`src/rtl/assert_macros.svh`:
```
// Assertion macros shared by the slot pool RTL.
`ifndef ASSERT_MACROS_SVH
`define ASSERT_MACROS_SVH

`ifndef SYNTHESIS

// Check a property on every rising clock edge outside reset.
`define OQSP_ASSERT(label, clk, rst, prop, msg) \
   label: assert property (@(posedge clk) disable iff (rst) prop) else $error(msg);

// Check that a condition never holds outside reset.
`define OQSP_NEVER(label, clk, rst, expr, msg) \
   `OQSP_ASSERT(label, clk, rst, !(expr), msg)

`else

`define OQSP_ASSERT(label, clk, rst, prop, msg)
`define OQSP_NEVER(label, clk, rst, expr, msg)

`endif

`endif

```
`src/rtl/oqsp_pkg.sv`:
```
// Types, codes and constants of the occlusion query slot pool.
package oqsp_pkg;

   localparam int SLOTS_DEF  = 64;
   localparam int WORD_W     = 32;
   localparam int FUNC_W     = 3;
   localparam int SLOT_IDX_W = 8;
   localparam int STATUS_W   = 2;
   localparam int COUNT_W    = 9;
   localparam int CSR_IDX_W  = 2;

   // Configuration register indexes
   localparam logic [CSR_IDX_W-1:0] REG_THRESHOLD = 2'd0;
   localparam logic [CSR_IDX_W-1:0] REG_DEFAULT   = 2'd1;

   typedef enum logic [FUNC_W-1:0] {
      FN_ALLOC     = 3'd0,
      FN_ISSUE     = 3'd1,
      FN_SUBMIT    = 3'd2,
      FN_FREE_SLOT = 3'd3,
      FN_FREE_OBJ  = 3'd4,
      FN_QUERY     = 3'd5,
      FN_NEW_FRAME = 3'd6,
      FN_CLEAR     = 3'd7
   } func_type;

   typedef enum logic [STATUS_W-1:0] {
      ST_OK   = 2'd0,
      ST_FULL = 2'd1,
      ST_MISS = 2'd2
   } status_type;

   typedef enum logic [1:0] {
      PH_FREE    = 2'd0,
      PH_PENDING = 2'd1,
      PH_READY   = 2'd2
   } phase_type;

   typedef enum logic [1:0] {
      SQ_IDLE  = 2'd0,
      SQ_SCAN  = 2'd1,
      SQ_READ  = 2'd2,
      SQ_APPLY = 2'd3
   } seq_state_type;

   // Per-slot record kept in the record RAM
   typedef struct packed {
      phase_type         phase;
      logic              visible;
      logic [WORD_W-1:0] samples;
   } slot_rec_type;

   localparam int REC_W = $bits(slot_rec_type);

   // Event counter strobes from the sequencer
   typedef struct packed {
      logic inc_issue;
      logic inc_result;
      logic inc_visible;
      logic inc_occluded;
      logic clr_frame;
      logic clr_all;
   } evcnt_ctl_type;

   typedef struct packed {
      logic [WORD_W-1:0] frame_issued;
      logic [WORD_W-1:0] frame_results;
      logic [WORD_W-1:0] issued_total;
      logic [WORD_W-1:0] results_total;
      logic [WORD_W-1:0] visible_total;
      logic [WORD_W-1:0] occluded_total;
   } evcnt_val_type;

   // Per-beat result fields held in the output register
   typedef struct packed {
      status_type            status;
      logic [SLOT_IDX_W-1:0] granted;
      logic                  visible;
      logic [WORD_W-1:0]     samples;
   } res_type;

endpackage

```
`src/rtl/oqsp_evcnt.sv`:
```
// Frame and total event counters of the slot pool.
`include "assert_macros.svh"

module oqsp_evcnt (
   input  logic                    clock,
   input  logic                    reset,
   input  oqsp_pkg::evcnt_ctl_type ev,
   output oqsp_pkg::evcnt_val_type cnt
);

   import oqsp_pkg::*;

   evcnt_val_type cnt_ff;
   evcnt_val_type cnt_in;

   // Advance or drop the counters on the sequencer's strobes
   always_comb begin
      cnt_in = cnt_ff;
      if (ev.clr_all) begin
         cnt_in = '0;
      end else begin
         if (ev.clr_frame) begin
            cnt_in.frame_issued  = '0;
            cnt_in.frame_results = '0;
         end
         if (ev.inc_issue) begin
            cnt_in.frame_issued = cnt_ff.frame_issued + WORD_W'(1);
            cnt_in.issued_total = cnt_ff.issued_total + WORD_W'(1);
         end
         if (ev.inc_result) begin
            cnt_in.frame_results = cnt_ff.frame_results + WORD_W'(1);
            cnt_in.results_total = cnt_ff.results_total + WORD_W'(1);
         end
         if (ev.inc_visible) begin
            cnt_in.visible_total = cnt_ff.visible_total + WORD_W'(1);
         end
         if (ev.inc_occluded) begin
            cnt_in.occluded_total = cnt_ff.occluded_total + WORD_W'(1);
         end
      end
   end

   always_ff @(posedge clock) begin
      if (reset) begin
         cnt_ff <= '0;
      end else begin
         cnt_ff <= cnt_in;
      end
   end

   assign cnt = cnt_ff;

   // Every result is judged either visible or occluded
   `OQSP_ASSERT(a_result_split, clock, reset, WORD_W'(cnt_ff.visible_total + cnt_ff.occluded_total) == cnt_ff.results_total, "result totals disagree")
   `OQSP_NEVER(a_visible_and_occluded, clock, reset, ev.inc_visible && ev.inc_occluded, "result counted twice")

endmodule

```
`config.mk`:
```
export PLATFORM = sky130hd
export DESIGN_NAME = oqsp_evcnt
export DESIGN_NICKNAME = d
export VERILOG_FILES = /design/src/rtl/oqsp_pkg.sv /design/src/rtl/oqsp_evcnt.sv
export VERILOG_INCLUDE_DIRS = /design/src /design/src/rtl
export SDC_FILE = /design/constraint.sdc
export NUM_CORES = 1
export LEC_CHECK = 0
export ABC_AREA = 0
export BUFFER_PORTS_ARGS = -buffer_cell sky130_fd_sc_hd__buf_2
export CAP_MARGIN = 20
export CORE_MARGIN = 2
export CORE_UTILIZATION = 50
export CTS_CLUSTER_DIAMETER = 200
export DETAILED_ROUTE_END_ITERATION = 10
export GPL_ROUTABILITY_DRIVEN = 0
export GPL_TIMING_DRIVEN = 0
export PLACE_DENSITY_LB_ADDON = 0.1
export REMOVE_ABC_BUFFERS = 1
export SETUP_SLACK_MARGIN = 0.2
export SLEW_MARGIN = 10
export SYNTH_ARGS = -nofsm -noshare
export SYNTH_HDL_FRONTEND = slang
export SYNTH_SLANG_ARGS = --single-unit
```
`constraint.sdc`:
```
create_clock -name clock -period 2.6 [get_ports clock]
set_input_delay 0.26 -clock clock [delete_from_list [all_inputs] [get_ports clock]]
set_output_delay 0.26 -clock clock [all_outputs]
set_load 0.1 [all_outputs]
```
Yosys cells after proc, flatten, opt, wreduce, memory -nomap -nowiden
Cells that the tools add are included.

Register bits after elaboration: 192. Input bits: 8. Word-level logic and storage cells: 18. Output and inout bits: 192.

Reductions and logical operators: 3. Multiplexer cells: 3. Add/subtract/negate cells: 6.

Operators with widths (number): 32-bit by 1-bit adder with 32-bit output (second input constant) (6); 32-bit 2-to-1 mux (2); 64-bit 2-to-1 mux (1); 2-bit nonzero test (2); 2-bit OR reduction (1).

Longest topological paths before layout
Word-level depth: 2. Mapped depth: 7. Depth with buffers taken out: 5.

Least setup slack after synthesis
No wires, ideal clock.

Path kind: register -> register. From: reg cnt_ff (netlist bit cnt[32]). To: reg cnt_ff (netlist bit cnt[48]). Arrival: 2.689 ns. Buffers on the path: 2. Cell stages (with the launch flop): 8. Library setup time: 0.070 ns. Path slack: -0.160 ns. Required time: 2.530 ns. Period minus slack after synthesis: 2.760 ns. Cells stage by stage: dfxtp_1 > ha_1 > nand4_1 > or3_1 > clkbuf_1 > clkbuf_1 > or3_1 > a21oi_1.

Word-level cells in the longest chain between the ends: 1.

RTL lines: start: declaration (line oqsp_evcnt.sv:13) `evcnt_val_type cnt_ff;`; start signal: assignment (line oqsp_evcnt.sv:47) `cnt_ff <= cnt_in;`; 32-bit by 1-bit adder with 32-bit output (line oqsp_evcnt.sv:35) `cnt_in.visible_total = cnt_ff.visible_total + WORD_W'(1);`.

Every way passes these cells. A chain may end at the register's enable or synchronous reset.

Final worst setup path
From: reg cnt_ff (netlist bit cnt[35]). To: reg cnt_ff (netlist bit cnt[52]).

Same word-level chain as after synthesis.

==> impl_metrics.py <==
metrics = {
    "die": {
        "rows": 49,
        "die_w_um": 140,
        "start_util_pct": 51.2,
        "die_h_um": 140,
        "core_um2": 18000,
        "num_io_pins": 200,
        "fp.dieArea_um2": 19500,
    },
    "layout": {
        "layout-drive-gt1-share_pct": 19.7,
        "fin_nets": 1256,
        "fill_cells": 1648,
        "utilization_pct": 60.7,
        "area_growth_pct": 18.6,
        "antenna_cells": 0,
        "final_cells": 1484,
        "largest_reg_flops": 192,
        "fin_area_um2": 10900,
    },
    "global_routing": {
        "track_usage_pct": 23.1,
        "grt_pass1_wl_um": 38300,
        "antenna_found_initial": 0,
        "grt_overflow": 0,
        "grt_max_degree": 70,
        "grt_pass1_vias": 7707,
    },
    "pwr": {
        "p_leak_nw": 3.93,
        "ir_worst_vdd_mv": 0.459,
        "switchingPower_mw": 1.35,
        "p_clk_share_pct": 45.0,
        "p_comb_share_pct": 3.5,
        "power_frac_seq_pct": 51.5,
        "swShare_pct": 23.4,
        "internal_power_mw": 4.40,
        "p_per_area_nw_per_um2": 525,
    },
    "clocking": {
        "ctsRootBufferMaster": "clkbuf_16",
        "h-tree-depth": 4,
        "ctsHoldBuffers": 0,
        "clk_pin_slew_ns": 0.07,
        "clock_latency_ns": 0.43,
        "cts_tree": "built",
        "clockBufferDepth": 2,
        "cts.sinks": 192,
        "cts_inserted_buffers": 17,
    },
    "timing": {
        "post-route-min-period_ns": 2.22,
        "fin_crit_sh_pct": 85.5,
        "slew_viol_final": 0,
        "fin_worst_skew_ns": 0.0155,
        "hold_viol_final": 0,
        "setup_viol_count_final": 0,
        "timing.hold.ws_ns": 0.161,
        "rsz0062_at_grt": "false",
        "fmax_mhz": 450,
        "tns_ns": 0,
        "tightest_slew_ns": 0.881,
        "max-slew-margin-rel_pct": 41.1,
    },
    "critical_path": {
        "crit_type": "reg2reg",
        "crit_chain": "nand4_1 > or3_4 > or4_1 > a21oi_1",
        "crit_slowest_cell": "or3_4",
        "endpoint_kind": "flop",
        "crit_path_max_fanout": 17,
        "max_stage_delay_ns": 0.55,
        "cp_num_buf_inv": 0,
        "crit_family": "simple AND/OR/NAND/NOR gates",
        "cp.arrival_ns": 2.58,
        "crit_required_ns": 2.96,
        "critPathLaunchType": "flop",
    },
    "logic_synthesis": {
        "syn_area_um2": 9220,
        "ys.flop_type": "dfxtp_1",
        "seq_area_frac_synth_pct": 41.7,
        "synth_top_area_share_pct": 41.7,
        "async_reset_ff_share_pct": 0,
        "yosysMostFrequentCell": "dfxtp_1",
        "synth_common_cells": "dfxtp_1, a21oi_1, nand2_1",
        "netlist_top_cells_area": "dfxtp_1, a21oi_1, nand4_1, or3_1, or4_1",
        "synth_edf_count": 0,
        "avgSynthCellArea_um2": 8.52,
        "synth-seq-cells": 192,
        "yosys.area.top_type": "dfxtp_1",
        "postSynthCellCount": 1083,
        "synthDistinctLibCells": 42,
        "ys_warn_count": 0,
    },
    "place": {
        "dpl_cell_area_um2": 10300,
        "dp_hpwl_um": 15400,
        "port_buffers": 199,
        "placed_cells": 1445,
    },
    "outcome": {
        "status": "completed",
    },
    "routing": {
        "m1WireLength_um": 11200,
        "first_pass_iters": 5,
        "dr_wl_met2_um": 10900,
        "vias_per_cell": 6.01,
        "vias": 8916,
        "wl_per_cell_um": 16.0,
        "ant_nets": 0,
        "drt_iter0_markers": 437,
        "drc": 0,
        "met3_length_um": 1340,
        "highest_layer": "met4",
        "routed_wl_um": 23800,
    },
    "flow_run": {
        "cap_violations": 0,
    },
    "min_path": {
        "hp-class": "in2reg",
    },
}
repair_timing:
item / in CTS / in global routing
gates resized for setup: 0 / 2
setup buffers: 0 / 4
gates cloned: 1 / 2
endpoints found under the setup margin: 15 / 22
pin swaps: 1 / 4
layout make-up:
type                       count  area [µm²]  area share (%)
multi-input combinational    807        5080            46.4
sequential                   192        3840            35.1
timing repair buffer         206        1090            9.95
tap                          229         287            2.62
clock buffer                  22         474            4.33
clock inverter                10         103           0.938
inverter                      18        67.6           0.618
logic make-up after synthesis:
| group | share of synthesized area [%] |
|---|---|
| simple gates | 29.8 |
| compound gates | 16.2 |
| flops | 41.7 |
| buf+inv | 3.64 |
| xor+xnor | 5.32 |
| mux | 2.52 |
| fa+ha+maj | 0.814 |
metrics by stage:
step           total power, mW  worst slack (ns)
2_1_floorplan             3.15            -0.321
3_3_place_gp              3.21             -2.12
3_5_place_dp              3.23            0.0186
4_1_cts                   5.80             0.302
5_1_grt                   5.92             0.272
6_report                  5.75             0.378
cell usage in the layout, fill, tap and decap left out, drive strengths merged:
cell type	n
buf	206
dfxtp	192
a21oi	96
nand2	82
nor2	67
nand4	65
or3	61
nand3	57
or4	47
o31ai	41
xor2	34
and4	31
o21ai	28
o311ai	24
xnor2	22
clkbuf	22
mux2i	21
inv	20
nor4	17
o41ai	17
and3	16
nor3	15
o211ai	12
and2	11
nor3b	9
o21a	8
ha	6
clkinv	5
or2	5
o31a	3
nand2b	2
mux2	2
nand3b	2
a211oi	2
clkinvlp	2
nor2b	1
a21boi	1
nor4b	1
o211a	1
bufinv	1
power by group through the flow:
stage               Combinational (mW)  Sequential (mW)  Clock, mW
finish                           0.201             2.96       2.59
CTS                              0.203             2.96       2.64
detailed placement               0.203             3.02          0
floorplan                       0.0713             3.07          0
global route                     0.218             2.96       2.75
global placement                 0.189             3.02          0
tightest hold or removal path, cell delays in order:
cell and delay [ns]:
buf_2 0.13, mux2i_1 0.08, nor2_1 0.08
per-layer routing:
layer / vias to the layer above / track usage, %
met5: - / 0
met3: 29 / 5.23
met2: 227 / 36.6
met1: 4200 / 31.5
met4: 0 / 7.05
li1: 4460 / -
worst paths after layout:
check                    endpoint  slack, ns                  from  depth (start not counted)
min          cnt[33]$_SDFFE_PP0P_       0.16                 ev[3]                          3
max reg2reg  cnt[52]$_SDFFE_PP0P_       0.38  cnt[35]$_SDFFE_PP0P_                          4
max          cnt[52]$_SDFFE_PP0P_       0.38  cnt[35]$_SDFFE_PP0P_                          4
min reg2reg  cnt[31]$_SDFFE_PP0P_       0.47  cnt[31]$_SDFFE_PP0P_                          2
(Power assumes the default switching activity.)
