--- src/rtl/assert_macros.svh ---
// Assertion macros shared by the slot pool RTL.
`ifndef ASSERT_MACROS_SVH
`define ASSERT_MACROS_SVH

`ifndef SYNTHESIS

// Check a property on every rising clock edge outside reset.
`define OQSP_ASSERT(label, clk, rst, prop, msg) \
   label: assert property (@(posedge clk) disable iff (rst) prop) else $error(msg);

// Check that a condition never holds outside reset.
`define OQSP_NEVER(label, clk, rst, expr, msg) \
   `OQSP_ASSERT(label, clk, rst, !(expr), msg)

`else

`define OQSP_ASSERT(label, clk, rst, prop, msg)
`define OQSP_NEVER(label, clk, rst, expr, msg)

`endif

`endif

--- src/rtl/oqsp_pkg.sv ---
// Types, codes and constants of the occlusion query slot pool.
package oqsp_pkg;

   localparam int SLOTS_DEF  = 64;
   localparam int WORD_W     = 32;
   localparam int FUNC_W     = 3;
   localparam int SLOT_IDX_W = 8;
   localparam int STATUS_W   = 2;
   localparam int COUNT_W    = 9;
   localparam int CSR_IDX_W  = 2;

   // Configuration register indexes
   localparam logic [CSR_IDX_W-1:0] REG_THRESHOLD = 2'd0;
   localparam logic [CSR_IDX_W-1:0] REG_DEFAULT   = 2'd1;

   typedef enum logic [FUNC_W-1:0] {
      FN_ALLOC     = 3'd0,
      FN_ISSUE     = 3'd1,
      FN_SUBMIT    = 3'd2,
      FN_FREE_SLOT = 3'd3,
      FN_FREE_OBJ  = 3'd4,
      FN_QUERY     = 3'd5,
      FN_NEW_FRAME = 3'd6,
      FN_CLEAR     = 3'd7
   } func_type;

   typedef enum logic [STATUS_W-1:0] {
      ST_OK   = 2'd0,
      ST_FULL = 2'd1,
      ST_MISS = 2'd2
   } status_type;

   typedef enum logic [1:0] {
      PH_FREE    = 2'd0,
      PH_PENDING = 2'd1,
      PH_READY   = 2'd2
   } phase_type;

   typedef enum logic [1:0] {
      SQ_IDLE  = 2'd0,
      SQ_SCAN  = 2'd1,
      SQ_READ  = 2'd2,
      SQ_APPLY = 2'd3
   } seq_state_type;

   // Per-slot record kept in the record RAM
   typedef struct packed {
      phase_type         phase;
      logic              visible;
      logic [WORD_W-1:0] samples;
   } slot_rec_type;

   localparam int REC_W = $bits(slot_rec_type);

   // Event counter strobes from the sequencer
   typedef struct packed {
      logic inc_issue;
      logic inc_result;
      logic inc_visible;
      logic inc_occluded;
      logic clr_frame;
      logic clr_all;
   } evcnt_ctl_type;

   typedef struct packed {
      logic [WORD_W-1:0] frame_issued;
      logic [WORD_W-1:0] frame_results;
      logic [WORD_W-1:0] issued_total;
      logic [WORD_W-1:0] results_total;
      logic [WORD_W-1:0] visible_total;
      logic [WORD_W-1:0] occluded_total;
   } evcnt_val_type;

   // Per-beat result fields held in the output register
   typedef struct packed {
      status_type            status;
      logic [SLOT_IDX_W-1:0] granted;
      logic                  visible;
      logic [WORD_W-1:0]     samples;
   } res_type;

endpackage

--- src/rtl/oqsp_ram.sv ---
// Generic single-write, single-read RAM with registered read data.
module oqsp_ram #(
   parameter int WIDTH = oqsp_pkg::WORD_W,
   parameter int DEPTH = oqsp_pkg::SLOTS_DEF
) (
   input  logic                                   clock,
   input  logic                                   wr_en,
   input  logic [((DEPTH > 1) ? $clog2(DEPTH) : 1)-1:0] wr_addr,
   input  logic [WIDTH-1:0]                       wr_data,
   input  logic                                   rd_en,
   input  logic [((DEPTH > 1) ? $clog2(DEPTH) : 1)-1:0] rd_addr,
   output logic [WIDTH-1:0]                       rd_data
);

   logic [WIDTH-1:0] mem_ff [DEPTH];
   logic [WIDTH-1:0] rd_data_ff;

   // Write port
   always_ff @(posedge clock) begin
      if (wr_en) begin
         mem_ff[wr_addr] <= wr_data;
      end
   end

   // Registered read port, holds when not enabled
   always_ff @(posedge clock) begin
      if (rd_en) begin
         rd_data_ff <= mem_ff[rd_addr];
      end
   end

   assign rd_data = rd_data_ff;

endmodule

--- src/rtl/oqsp_ctrl.sv ---
// Sequencer of the slot pool: slot scan over the object RAM, shared compare, slot update.
`include "assert_macros.svh"

module oqsp_ctrl #(
   parameter int SLOTS = oqsp_pkg::SLOTS_DEF
) (
   input  logic                                clock,
   input  logic                                reset,
   input  logic                                start,
   input  logic [oqsp_pkg::FUNC_W-1:0]         func,
   input  logic [oqsp_pkg::WORD_W-1:0]         object_id,
   input  logic [oqsp_pkg::SLOT_IDX_W-1:0]     slot_index,
   input  logic [oqsp_pkg::WORD_W-1:0]         samples,
   input  logic [oqsp_pkg::WORD_W-1:0]         threshold,
   input  logic                                dflt,
   input  logic                                out_free,
   output logic                                busy,
   output logic                                done,
   output oqsp_pkg::res_type                   res,
   output oqsp_pkg::evcnt_ctl_type             ev,
   output logic [oqsp_pkg::COUNT_W-1:0]        in_use_count
);

   import oqsp_pkg::*;

   localparam int SLOT_W = (SLOTS > 1) ? $clog2(SLOTS) : 1;
   localparam int SCAN_W = $clog2(SLOTS + 1);
   localparam logic [SCAN_W-1:0]     SCAN_END  = SCAN_W'(SLOTS);
   localparam logic [SLOT_IDX_W:0]   SLOTS_EXT = (SLOT_IDX_W + 1)'(SLOTS);

   seq_state_type          state_ff, state_in;
   func_type               func_ff, func_in;
   logic [WORD_W-1:0]      obj_ff, obj_in;
   logic [WORD_W-1:0]      samp_ff, samp_in;
   logic [SLOT_W-1:0]      tgt_ff, tgt_in;
   status_type             status_ff, status_in;
   logic                   alloc_new_ff, alloc_new_in;
   logic [SCAN_W-1:0]      scan_ptr_ff, scan_ptr_in;
   logic                   cmp_vld_ff, cmp_vld_in;
   logic [SLOT_W-1:0]      cmp_ptr_ff, cmp_ptr_in;
   logic                   free_ok_ff, free_ok_in;
   logic [SLOT_W-1:0]      free_ptr_ff, free_ptr_in;
   logic [SLOTS-1:0]       taken_ff, taken_in;
   logic [SLOTS-1:0]       rec_vld_ff, rec_vld_in;
   logic                   wipe_vis_ff, wipe_vis_in;
   logic [COUNT_W-1:0]     count_ff, count_in;

   logic [WORD_W-1:0]      obj_rd_data;
   logic                   obj_wr_en;
   logic                   scan_rd;
   logic [REC_W-1:0]       rec_rd_data;
   logic                   rec_rd_en;
   logic                   rec_wr_en;
   slot_rec_type           rec_wr_data;
   slot_rec_type           rec_cur;
   slot_rec_type           rec_wiped;
   logic [WORD_W-1:0]      cmp_a;
   logic [WORD_W-1:0]      cmp_b;
   logic                   cmp_eq;
   logic                   cmp_gt;
   logic                   cmp_taken;
   logic                   hit;
   logic                   ok;

   // Object id of each slot; read slot by slot during the scan, taken or not
   oqsp_ram #(
      .WIDTH (WORD_W),
      .DEPTH (SLOTS)
   ) u_obj_ram (
      .clock   (clock),
      .wr_en   (obj_wr_en),
      .wr_addr (tgt_ff),
      .wr_data (obj_ff),
      .rd_en   (scan_rd),
      .rd_addr (scan_ptr_ff[SLOT_W-1:0]),
      .rd_data (obj_rd_data)
   );

   // Phase, samples and visibility of each slot
   oqsp_ram #(
      .WIDTH (REC_W),
      .DEPTH (SLOTS)
   ) u_rec_ram (
      .clock   (clock),
      .wr_en   (rec_wr_en),
      .wr_addr (tgt_ff),
      .wr_data (rec_wr_data),
      .rd_en   (rec_rd_en),
      .rd_addr (tgt_ff),
      .rd_data (rec_rd_data)
   );

   // Shared compare unit: object match during the scan, threshold on submit
   assign cmp_a  = (state_ff == SQ_SCAN) ? obj_rd_data : samp_ff;
   assign cmp_b  = (state_ff == SQ_SCAN) ? obj_ff : threshold;
   assign cmp_eq = (cmp_a == cmp_b);
   assign cmp_gt = (cmp_a > cmp_b);

   assign scan_rd   = (state_ff == SQ_SCAN) && (scan_ptr_ff < SCAN_END);
   assign cmp_taken = taken_ff[cmp_ptr_ff];
   assign hit       = cmp_vld_ff && cmp_taken && cmp_eq;
   assign ok        = (status_ff == ST_OK);

   // Record of the target slot; an entry never written since clear reads as wiped
   always_comb begin
      if (rec_vld_ff[tgt_ff]) begin
         rec_cur = slot_rec_type'(rec_rd_data);
      end else begin
         rec_cur.phase   = PH_FREE;
         rec_cur.visible = wipe_vis_ff;
         rec_cur.samples = '0;
      end
      rec_wiped.phase   = PH_FREE;
      rec_wiped.visible = dflt;
      rec_wiped.samples = '0;
   end

   // Next state, slot updates and result
   always_comb begin
      state_in     = state_ff;
      func_in      = func_ff;
      obj_in       = obj_ff;
      samp_in      = samp_ff;
      tgt_in       = tgt_ff;
      status_in    = status_ff;
      alloc_new_in = alloc_new_ff;
      scan_ptr_in  = scan_ptr_ff;
      cmp_vld_in   = 1'b0;
      cmp_ptr_in   = scan_ptr_ff[SLOT_W-1:0];
      free_ok_in   = free_ok_ff;
      free_ptr_in  = free_ptr_ff;
      taken_in     = taken_ff;
      rec_vld_in   = rec_vld_ff;
      wipe_vis_in  = wipe_vis_ff;
      count_in     = count_ff;
      obj_wr_en    = 1'b0;
      rec_wr_en    = 1'b0;
      rec_wr_data  = rec_wiped;
      rec_rd_en    = 1'b0;
      done         = 1'b0;
      ev           = '0;
      res.status   = status_ff;
      res.granted  = '0;
      res.visible  = 1'b0;
      res.samples  = '0;

      unique case (state_ff)
         SQ_IDLE: begin
            if (start) begin
               func_in      = func_type'(func);
               obj_in       = object_id;
               samp_in      = samples;
               tgt_in       = slot_index[SLOT_W-1:0];
               status_in    = ST_OK;
               alloc_new_in = 1'b0;
               scan_ptr_in  = '0;
               free_ok_in   = 1'b0;
               unique case (func_type'(func))
                  FN_ALLOC, FN_FREE_OBJ, FN_QUERY: begin
                     state_in = SQ_SCAN;
                  end
                  FN_ISSUE, FN_SUBMIT, FN_FREE_SLOT: begin
                     // Ignore a slot beyond the pool
                     if ({1'b0, slot_index} >= SLOTS_EXT) begin
                        status_in = ST_MISS;
                        state_in  = SQ_APPLY;
                     end else if (func_type'(func) == FN_ISSUE) begin
                        state_in = SQ_READ;
                     end else begin
                        state_in = SQ_APPLY;
                     end
                  end
                  FN_NEW_FRAME, FN_CLEAR: begin
                     state_in = SQ_APPLY;
                  end
               endcase
            end
         end

         SQ_SCAN: begin
            // Advance the read pointer; stop feeding the compare on a hit
            if (scan_rd) begin
               scan_ptr_in = scan_ptr_ff + SCAN_W'(1);
               cmp_vld_in  = !hit;
            end
            // Remember the lowest untaken slot
            if (cmp_vld_ff && !cmp_taken && !free_ok_ff) begin
               free_ok_in  = 1'b1;
               free_ptr_in = cmp_ptr_ff;
            end
            priority if (hit) begin
               tgt_in   = cmp_ptr_ff;
               state_in = (func_ff == FN_QUERY) ? SQ_READ : SQ_APPLY;
            end else if (!scan_rd && !cmp_vld_ff) begin
               state_in = SQ_APPLY;
               if (func_ff == FN_ALLOC) begin
                  if (free_ok_ff) begin
                     tgt_in       = free_ptr_ff;
                     alloc_new_in = 1'b1;
                  end else begin
                     status_in = ST_FULL;
                  end
               end else begin
                  status_in = ST_MISS;
               end
            end
         end

         SQ_READ: begin
            rec_rd_en = 1'b1;
            state_in  = SQ_APPLY;
         end

         SQ_APPLY: begin
            // Result fields
            unique case (func_ff)
               FN_ALLOC, FN_ISSUE, FN_SUBMIT, FN_FREE_SLOT, FN_FREE_OBJ: begin
                  if (ok) begin
                     res.granted = SLOT_IDX_W'(tgt_ff);
                  end
               end
               FN_QUERY: begin
                  if (ok) begin
                     res.granted = SLOT_IDX_W'(tgt_ff);
                     res.visible = (rec_cur.phase == PH_READY) ? rec_cur.visible : dflt;
                     res.samples = rec_cur.samples;
                  end else begin
                     res.visible = dflt;
                  end
               end
               FN_NEW_FRAME, FN_CLEAR: begin
                  res.granted = '0;
               end
            endcase

            // Commit once the output register has room
            if (out_free) begin
               done     = 1'b1;
               state_in = SQ_IDLE;
               unique case (func_ff)
                  FN_ALLOC: begin
                     if (ok && alloc_new_ff) begin
                        taken_in[tgt_ff]   = 1'b1;
                        rec_vld_in[tgt_ff] = 1'b1;
                        obj_wr_en          = 1'b1;
                        rec_wr_en          = 1'b1;
                        count_in           = count_ff + COUNT_W'(1);
                     end
                  end
                  FN_ISSUE: begin
                     if (ok) begin
                        rec_wr_en           = 1'b1;
                        rec_vld_in[tgt_ff]  = 1'b1;
                        rec_wr_data.phase   = PH_PENDING;
                        rec_wr_data.visible = rec_cur.visible;
                        rec_wr_data.samples = rec_cur.samples;
                        ev.inc_issue        = 1'b1;
                     end
                  end
                  FN_SUBMIT: begin
                     if (ok) begin
                        rec_wr_en           = 1'b1;
                        rec_vld_in[tgt_ff]  = 1'b1;
                        rec_wr_data.phase   = PH_READY;
                        rec_wr_data.visible = cmp_gt;
                        rec_wr_data.samples = samp_ff;
                        ev.inc_result       = 1'b1;
                        ev.inc_visible      = cmp_gt;
                        ev.inc_occluded     = !cmp_gt;
                     end
                  end
                  FN_FREE_SLOT, FN_FREE_OBJ: begin
                     if (ok) begin
                        if (taken_ff[tgt_ff]) begin
                           taken_in[tgt_ff] = 1'b0;
                           if (count_ff != '0) begin
                              count_in = count_ff - COUNT_W'(1);
                           end
                        end
                        rec_wr_en          = 1'b1;
                        rec_vld_in[tgt_ff] = 1'b1;
                     end
                  end
                  FN_QUERY: begin
                     rec_wr_en = 1'b0;
                  end
                  FN_NEW_FRAME: begin
                     ev.clr_frame = 1'b1;
                  end
                  FN_CLEAR: begin
                     taken_in    = '0;
                     rec_vld_in  = '0;
                     wipe_vis_in = dflt;
                     count_in    = '0;
                     ev.clr_all  = 1'b1;
                  end
               endcase
            end
         end

         default: begin
            state_in = SQ_IDLE;
         end
      endcase
   end

   // Control state
   always_ff @(posedge clock) begin
      if (reset) begin
         state_ff    <= SQ_IDLE;
         cmp_vld_ff  <= 1'b0;
         taken_ff    <= '0;
         rec_vld_ff  <= '0;
         wipe_vis_ff <= 1'b1;
         count_ff    <= '0;
      end else begin
         state_ff    <= state_in;
         cmp_vld_ff  <= cmp_vld_in;
         taken_ff    <= taken_in;
         rec_vld_ff  <= rec_vld_in;
         wipe_vis_ff <= wipe_vis_in;
         count_ff    <= count_in;
      end
   end

   // Item and scan datapath
   always_ff @(posedge clock) begin
      func_ff      <= func_in;
      obj_ff       <= obj_in;
      samp_ff      <= samp_in;
      tgt_ff       <= tgt_in;
      status_ff    <= status_in;
      alloc_new_ff <= alloc_new_in;
      scan_ptr_ff  <= scan_ptr_in;
      cmp_ptr_ff   <= cmp_ptr_in;
      free_ok_ff   <= free_ok_in;
      free_ptr_ff  <= free_ptr_in;
   end

   assign busy         = (state_ff != SQ_IDLE);
   assign in_use_count = count_ff;

   `OQSP_ASSERT(a_count_matches, clock, reset, count_ff == COUNT_W'($countones(taken_ff)), "in-use count differs from taken slots")
   `OQSP_ASSERT(a_alloc_untaken, clock, reset, (state_ff == SQ_APPLY && func_ff == FN_ALLOC && ok && alloc_new_ff) |-> !taken_ff[tgt_ff], "allocate claims a taken slot")
   `OQSP_ASSERT(a_compare_in_scan, clock, reset, cmp_vld_ff |-> (state_ff == SQ_SCAN && $past(scan_rd)), "compare without a scan read")

endmodule

--- config.mk ---
export PLATFORM = sky130hd
export DESIGN_NAME = oqsp_ctrl
export DESIGN_NICKNAME = d
export VERILOG_FILES = /design/src/rtl/oqsp_pkg.sv /design/src/rtl/oqsp_ram.sv /design/src/rtl/oqsp_ctrl.sv
export VERILOG_INCLUDE_DIRS = /design/src /design/src/rtl
export SDC_FILE = /design/constraint.sdc
export NUM_CORES = 2
export LEC_CHECK = 0
export ABC_AREA = 0
export BUFFER_PORTS_ARGS = -buffer_cell sky130_fd_sc_hd__buf_2
export CELL_PAD_IN_SITES_DETAIL_PLACEMENT = 0
export CELL_PAD_IN_SITES_GLOBAL_PLACEMENT = 1
export CORE_ASPECT_RATIO = 1.75
export CORE_MARGIN = 1
export CORE_UTILIZATION = 40
export DETAILED_ROUTE_END_ITERATION = 12
export PLACE_DENSITY = 0.68
export SYNTH_ARGS = -nofsm -noshare
export SYNTH_HDL_FRONTEND = slang
export SYNTH_HIERARCHICAL = 1
export SYNTH_MEMORY_MAX_BITS = 65536
export SYNTH_SLANG_ARGS = --single-unit
--- constraint.sdc ---
create_clock -name clock -period 6 [get_ports clock]
set_input_delay 0.9 -clock clock [delete_from_list [all_inputs] [get_ports clock]]
set_output_delay 0.9 -clock clock [all_outputs]
set_load 0.005 [all_outputs]
Word level (Yosys, flattened, before mapping)
Memories as Yosys holds them, arrays and structs flattened. A register that Yosys moved wholly into a read port is not among the register bits.
Index checks and enable logic that the tools add are counted.
{"block": "word_totals", "output_inout_bits": 60, "mem_count": 2, "wordCells": 203, "ramBits": 4288, "in_bits": 112, "regBits": 237}
{"block": "op_classes", "n_eq_ne": 36, "magnitude_cmp": 6, "addsub": 3, "mux": 91, "reduce_logical": 43, "bitwise_logic": 6}
{"memory": "u_rec_ram.mem_ff", "words": 64, "word_bits": 35, "read_ports": 1, "rd_clocked_by_memory_dff": 1, "wr": 1, "line": "oqsp_ram.sv:15", "text": "logic [WIDTH-1:0] mem_ff [DEPTH];"}
{"memory": "u_obj_ram.mem_ff", "words": 64, "word_bits": 32, "read_ports": 1, "rd_clocked_by_memory_dff": 1, "wr": 1, "line": "oqsp_ram.sv:15"}
{"cell": "$pmux W64 S3", "n": 2}
{"cell": "$mux W64", "n": 5}
{"cell": "$mux W35", "n": 4}
{"cell": "$or A64 B64 Y64", "n": 2}
{"cell": "$mux W32", "n": 3}
{"cell": "$pmux W35 S2", "n": 1}
{"cell": "$and A64 B64 Y64", "n": 1}
{"cell": "$not A64 Y64", "n": 1}
{"cell": "$mux W6", "n": 8}
{"cell": "$mux W41", "n": 1}
{"cell": "$mux W9", "n": 4}
{"cell": "$mux W34", "n": 1}
{"cell": "$mux W33", "n": 1}
{"cell": "$eq A32 B32 Y1", "n": 1}
{"cell": "$gt A32 B32 Y1", "n": 1}
{"cell": "$mux W1", "n": 32}
{"cell": "$pmux W9 S3", "n": 1}
{"cell": "$eq A3 B3 Y1 const B", "n": 8}
{"cell": "$mux W2", "n": 11}
{"cell": "$bmux W1 S6", "n": 3}
{"cell": "$ne A2 B2 Y1 const B", "n": 8}
{"cell": "$pmux W8 S2", "n": 1}
{"cell": "$reduce_and A5 Y1", "n": 3}
{"cell": "$lt A6 B7 Y1 const B", "n": 2}
{"cell": "other kinds (38)", "n": 80}

Logic depth before layout (Yosys ltp)
{"block": "depth", "word_depth": 9, "depth_mapped": 14, "mapped_depth_nobuf": 13}

Cells and area by module
The synthesis kept the hierarchy.
{"mod": "oqsp_ram (u_rec_ram)", "area_per_inst_um2": 86518.0, "cells_each": 3835, "instances": 1, "seq_area_each_um2": 68315.5}
{"mod": "oqsp_ram (u_obj_ram)", "area_per_inst_um2": 79359.9, "cells_each": 3511, "instances": 1, "seq_area_each_um2": 62459.9}
{"mod": "oqsp_ctrl", "area_per_inst_um2": 13210.2, "cells_each": 1389, "instances": 1, "seq_area_each_um2": 5645.4}

Worst setup path after synthesis
No wires, ideal clock.
{"block": "synth_timing", "path_type": "input-to-reg", "from": "in out_free", "to": "mem u_rec_ram/mem_ff[48][0] (netlist name), enable pin", "setup_time_ps": 471, "path_buffers": 0, "path_stages": 7, "arrival_time_ps": 4302, "required_time_ps": 5529, "path_slack_ps": 1228, "cell_sequence": "nand2_1 -> inv_1 -> nand2_1 -> nor2_1 -> nor2b_1 -> nand4b_1 -> nor3_1"}
{"block": "synth_between", "elab_chain_len": 4}
{"element": "from (decl)", "line": "oqsp_ctrl.sv:16", "text": "input logic out_free,"}
{"element": "$mux W1", "line": "oqsp_ctrl.sv:237", "text": "if (out_free) begin"}
{"element": "$mux W1", "line": "oqsp_ctrl.sv:147", "text": "unique case (state_ff)"}
{"element": "net rec_wr_en", "line": "oqsp_ctrl.sv:53", "text": "logic rec_wr_en;"}
{"element": "$mux W1", "line": "oqsp_ram.sv:20", "text": "if (wr_en) begin"}
{"element": "$mux W1 (not written as such)", "line": "oqsp_ram.sv:21", "text": "mem_ff[wr_addr] <= wr_data;"}
{"element": "to (decl)", "line": "oqsp_ram.sv:15"}
The timed path passes the listed nets, and every way through them passes these cells.

==> implementation parameters <==
Parameter                              Value

Final layout
  Layout-stage area growth over the synthesis result ... 13.2%
  Area of combinational cells with multiple inputs ... 40800 sq um
  Final standard cell area without fillers ... a little over 200000 sq um
  Area occupied by registers ... 136000 sq um
  Fraction of layout cells with a size suffix above 1 ... 0.259
  NumNets Final ... 9322
  Fillcell total ... between 30k and 40k
  Fraction of the core area covered by cells at the end of the flow ... 0.456

Logic synthesis
  Count of flip-flops with a built-in enable after synthesis ... roughly 4.4k
  Flip-flop and latch count after synthesis ... about 4.6k
  Netlist area before placement ... between 150000 and 200000 sq um
  Fraction of the yosys area taken by sequential cells ... 0.762
  Number of different library cells in the post-synthesis netlist ... 83
  Yosys warning count ... 6
  Per-instance average area after synthesis ... around 21 sq um
  Share of flip-flops with an asynchronous set or reset ... 0
  Commonest register cell after synthesis ... edfxtp_1
  Synthesized instance count ... approximately 8.7k

Power and ir drop
  Worst vdd ir ... approximately 0.00045 V
  Int Pwr ... roughly 58000 uW
  Net Sw Frac ... 0.319
  Switching power summed over all nets ... about 27000 uW
  Overall power after layout ... roughly 85000 uW
  Clk pwr share ... 0.310
  Power density over cell area ... 420 nW/um^2
  Sequential group share of total power ... 0.437
  Leak pwr ... 0.0580 uW
  Combinational share of power ... 0.253

Floorplanning
  Width of the die ... roughly 510 um
  Overall die area ... 451000 sq um
  Starting density of the core ... 0.402
  I/O pin count ... about 170
  Y dimension of the die ... around 890 um
  Rows ... between 300 and 400
  Area inside the core boundary ... 445000 sq um

Critical path
  Worst r2r src ... state_ff[1]$_SDFFE_PP0P_
  Crit path launch ... state_ff[1]$_SDFFE_PP0P_
  Worst reg2reg endpoint ... u_rec_ram/mem_ff[0][32]$_DFFE_PP_
  Critical Path Sink Type ... primary output
  Category of the most critical setup path ... flip-flop to primary output
  Max stage delay cell, worst path ... ha_2
  Depth of the worst register-to-register path ... 13
  Delay contributed by the slowest stage of the critical path ... 0.67 ns
  Startpoint types ... flip-flop
  Slack of the worst reg-to-reg path ... 1.10 ns
  CP arrival ... between 5 and 6 ns
  Worst-path maximum fanout ... 20
  Cell breakdown of the critical path ... inv_1, ha_2, buf_4, mux2i_1, ha_1, a21oi_1, nor2b_1, a2111oi_0, o221ai_1, a32oi_1, o21a_1, buf_2
  Crit path required time ... 5.10 ns

CTS
  Clk_lat worst skew ... 1.02 ns
  Root Buffer ... clkbuf_16
  Number of clock sinks ... 4592
  CTS clock-pin slew for the worst setup and hold paths ... 0.07 ns
  Number of buffers added by the clock tree synthesis step ... 409
  Hold-fix buffers at CTS ... 0
  Depth of the CTS H-tree ... 5
  Longest Clk Path Bufs ... 4
  TritonCTS clock tree ... done

Global route
  Maximum number of pins on one net before global-route repair ... 91
  Aggregate global routing overflow ... 0
  Initial antenna violation count ... 64
  Total Routing Usage GR ... 0.238
  Global-route wire length before repair ... 746 mm
  Number of global-route vias before repair ... 94.9k

STA
  Final count of negative-setup-slack endpoints ... 0
  Worst max-slew margin expressed relative to the limit ... 0.0867
  Max Slew Vio Count ... 0
  Final critical-path share of the clock period ... 0.991
  Measured slew at the worst slew-check pin ... around 1.4 ns
  Summed negative setup slack over all endpoints ... 0 ns
  Final-layout worst hold slack ... between 0.06 and 0.07 ns
  Highest achievable clock rate ... roughly 170 MHz
  RSZ-0062 raised after global routing ... false
  Skew final ... 0.119 ns
  Hold Vio Cnt, Final ... 0
  Post-layout min period ... 5.94 ns

Hold path
  Hold-critical path depth ... 1
  Hold Path Sink ... samp_ff[2]$_DFFE_PP_
  Min-delay src ... samples[2]
  Type of the most critical hold path ... input port to flip-flop

Placed design
  Hpwl dp ... about 340 mm
  GPL Wtd Cong ... roughly 0.91
  Buffers on Ports ... about 170
  Placed Area ... 189000 sq um

Detailed routing
  Routed length per placed instance ... between 30 and 40 um
  Antenna viol nets, final ... 0
  Via/cell ratio ... 6.00
  Wirelength, routed ... between 500 and 600 mm
  Total number of vias ... roughly 93k
  Count of routing violations after the opening detailed-route iteration ... 10.8k
  Detailed Routing Iterations Pass 1 ... 5
  DRC violation count after routing ... 0

Run
  Number of maximum-capacitance constraint violations ... 0

Outcome
  Run status ... finished clean
## routing by layer
| metal | vias to the layer above | GRT usage | share of wire |
|---|---|---|---|
| li1 | 37600 | - | - |
| met3 | 1101 | 0.0472 | 0.080 |
| met5 | - | 0 | 0.00029 |
| met4 | 22 | 0.154 | 0.071 |
| met1 | 49800 | 0.265 | 0.33 |
| met2 | 4641 | 0.415 | 0.52 |
## kinds of logic (layout without fill, tap and decap cells)
kind of cell | after synthesis | count (layout) | share of synthesized area
other cells | 1 | 163 | 0.0000209
simple gates | 966 | 966 | 0.0267
flops | 4592 | 4592 | 0.762
mux | 1468 | 1468 | 0.149
fa+ha+maj | 47 | 47 | 0.00333
xor+xnor | 11 | 11 | 0.000538
buf+inv | 578 | 1355 | 0.0171
compound gates | 1072 | 1072 | 0.0412
## worst max-delay path, delay by kind of cell (launching register included)
family	cells	cell delay, ns
muxes	1	0.24
buffers and inverters	3	0.71
AOI/OAI and AO/OA	5	1.77
adders and majority gates	2	0.94
DFF	1	0.35
and+or+nand+nor	1	0.06
## power groups by stage
| stage | logic, uW | registers [uW] | clock network (uW) |
|---|---|---|---|
| 3_5_place_dp | 21400 | 37900 | 0 |
| 6_report | 21500 | 37200 | 26400 |
| 5_1_grt | 22100 | 37200 | 27900 |
| 2_1_floorplan | 12600 | 37500 | 0 |
| 4_1_cts | 21500 | 37200 | 26800 |
| 3_3_place_gp | 21200 | 37900 | 0 |
## sequential cells by signal, summed over array words and instances (netlist names), 2 cells and up
signal	count
u_rec_ram/mem_ff	2240
u_obj_ram/mem_ff	2048
rec_vld_ff	64
taken_ff	64
u_rec_ram/rd_data	35
obj_ff	32
samp_ff	32
u_obj_ram/rd_data	32
in_use_count	9
scan_ptr_ff	7
cmp_ptr_ff	6
free_ptr_ff	6
tgt_ff	6
func_ff	3
state_ff	2
status_ff	2
## through the flow
| step | instances | setup WS [ns] |
|---|---|---|
| after floorplan | 8736 | 1.23 |
| after global placement | 14600 | 1.03 |
| after detailed placement | 14600 | 0.977 |
| after CTS | 15400 | 0.00347 |
| after global routing | 15500 | 0.00902 |
| final | 15500 | 0.0556 |
## Yosys cell counts, types with 26 or more instances
master / count / area (sq um)
buf_4: 67 / 503
ha_1: 46 / 576
dfxtp_1: 147 / 2940
edfxtp_1: 4445 / 133000
mux2_2: 109 / 1230
a31oi_1: 101 / 632
and3_1: 31 / 194
nor2_1: 292 / 1100
a22o_1: 46 / 403
inv_1: 26 / 97.6
and2_1: 57 / 357
mux4_2: 953 / 21500
o221ai_1: 69 / 604
nand3_1: 185 / 926
a211oi_1: 36 / 270
nand2_1: 147 / 552
nor2b_1: 54 / 338
buf_2: 131 / 656
clkbuf_1: 271 / 1020
a22oi_1: 189 / 1420
o22ai_1: 137 / 857
nand2b_1: 32 / 200
a21oi_1: 199 / 996
nor3_1: 28 / 140
buf_6: 48 / 541
o21ai_0: 113 / 566
mux2i_1: 406 / 4060
nand4_1: 60 / 375
a221o_1: 37 / 370
## cells in the final DEF, fill, tap and decap left out, drive strengths merged, types with 37 or more instances in the layout
cell type  netlist  final
clkbuf         275    479
o21ai          115    115
a31oi          101    101
and2            58     58
inv             26     43
nand2          147    147
clkinv           1    202
nand4           60     60
nand3          185    185
a22oi          189    189
a221o           37     37
a22o            46     46
o221ai          70     70
nor2b           54     54
o22ai          137    137
nor2           292    292
edfxtp        4445   4445
ha              46     46
bufinv           0     42
a21oi          199    199
mux4           953    953
diode            0    161
mux2i          406    406
mux2           109    109
dfxtp          147    147
buf            276    567
## worst max path at each step
stage                     slack [ns]                                  to
after CTS                      0.003                             res[27]
after detailed placement        0.98  u_rec_ram/mem_ff[17][23]$_DFFE_PP_
after floorplan                 1.23   u_rec_ram/mem_ff[48][0]$_DFFE_PP_
after global placement          1.03   u_rec_ram/mem_ff[58][0]$_DFFE_PP_
after global routing           0.009                               ev[2]
final                           0.06                               ev[2]
## timing repair
action / in CTS / in global routing
setup endpoints to repair: 0 / 33
buffers inserted: 0 / 1
resized for setup: 0 / 0
## layout make-up
cell class / count / area share
Tap cell: 5868 / 0.0362
Clock buffer: 479 / 0.0523
Antenna cell: 161 / 0.00199
Sequential cell: 4592 / 0.673
Timing Repair Buffer: 567 / 0.0221
Clock inverter: 282 / 0.0130
Multi-Input combinational cell: 3566 / 0.201
Inverter: 27 / 0.000500
No activity file was read; power rests on OpenSTA's default activity.
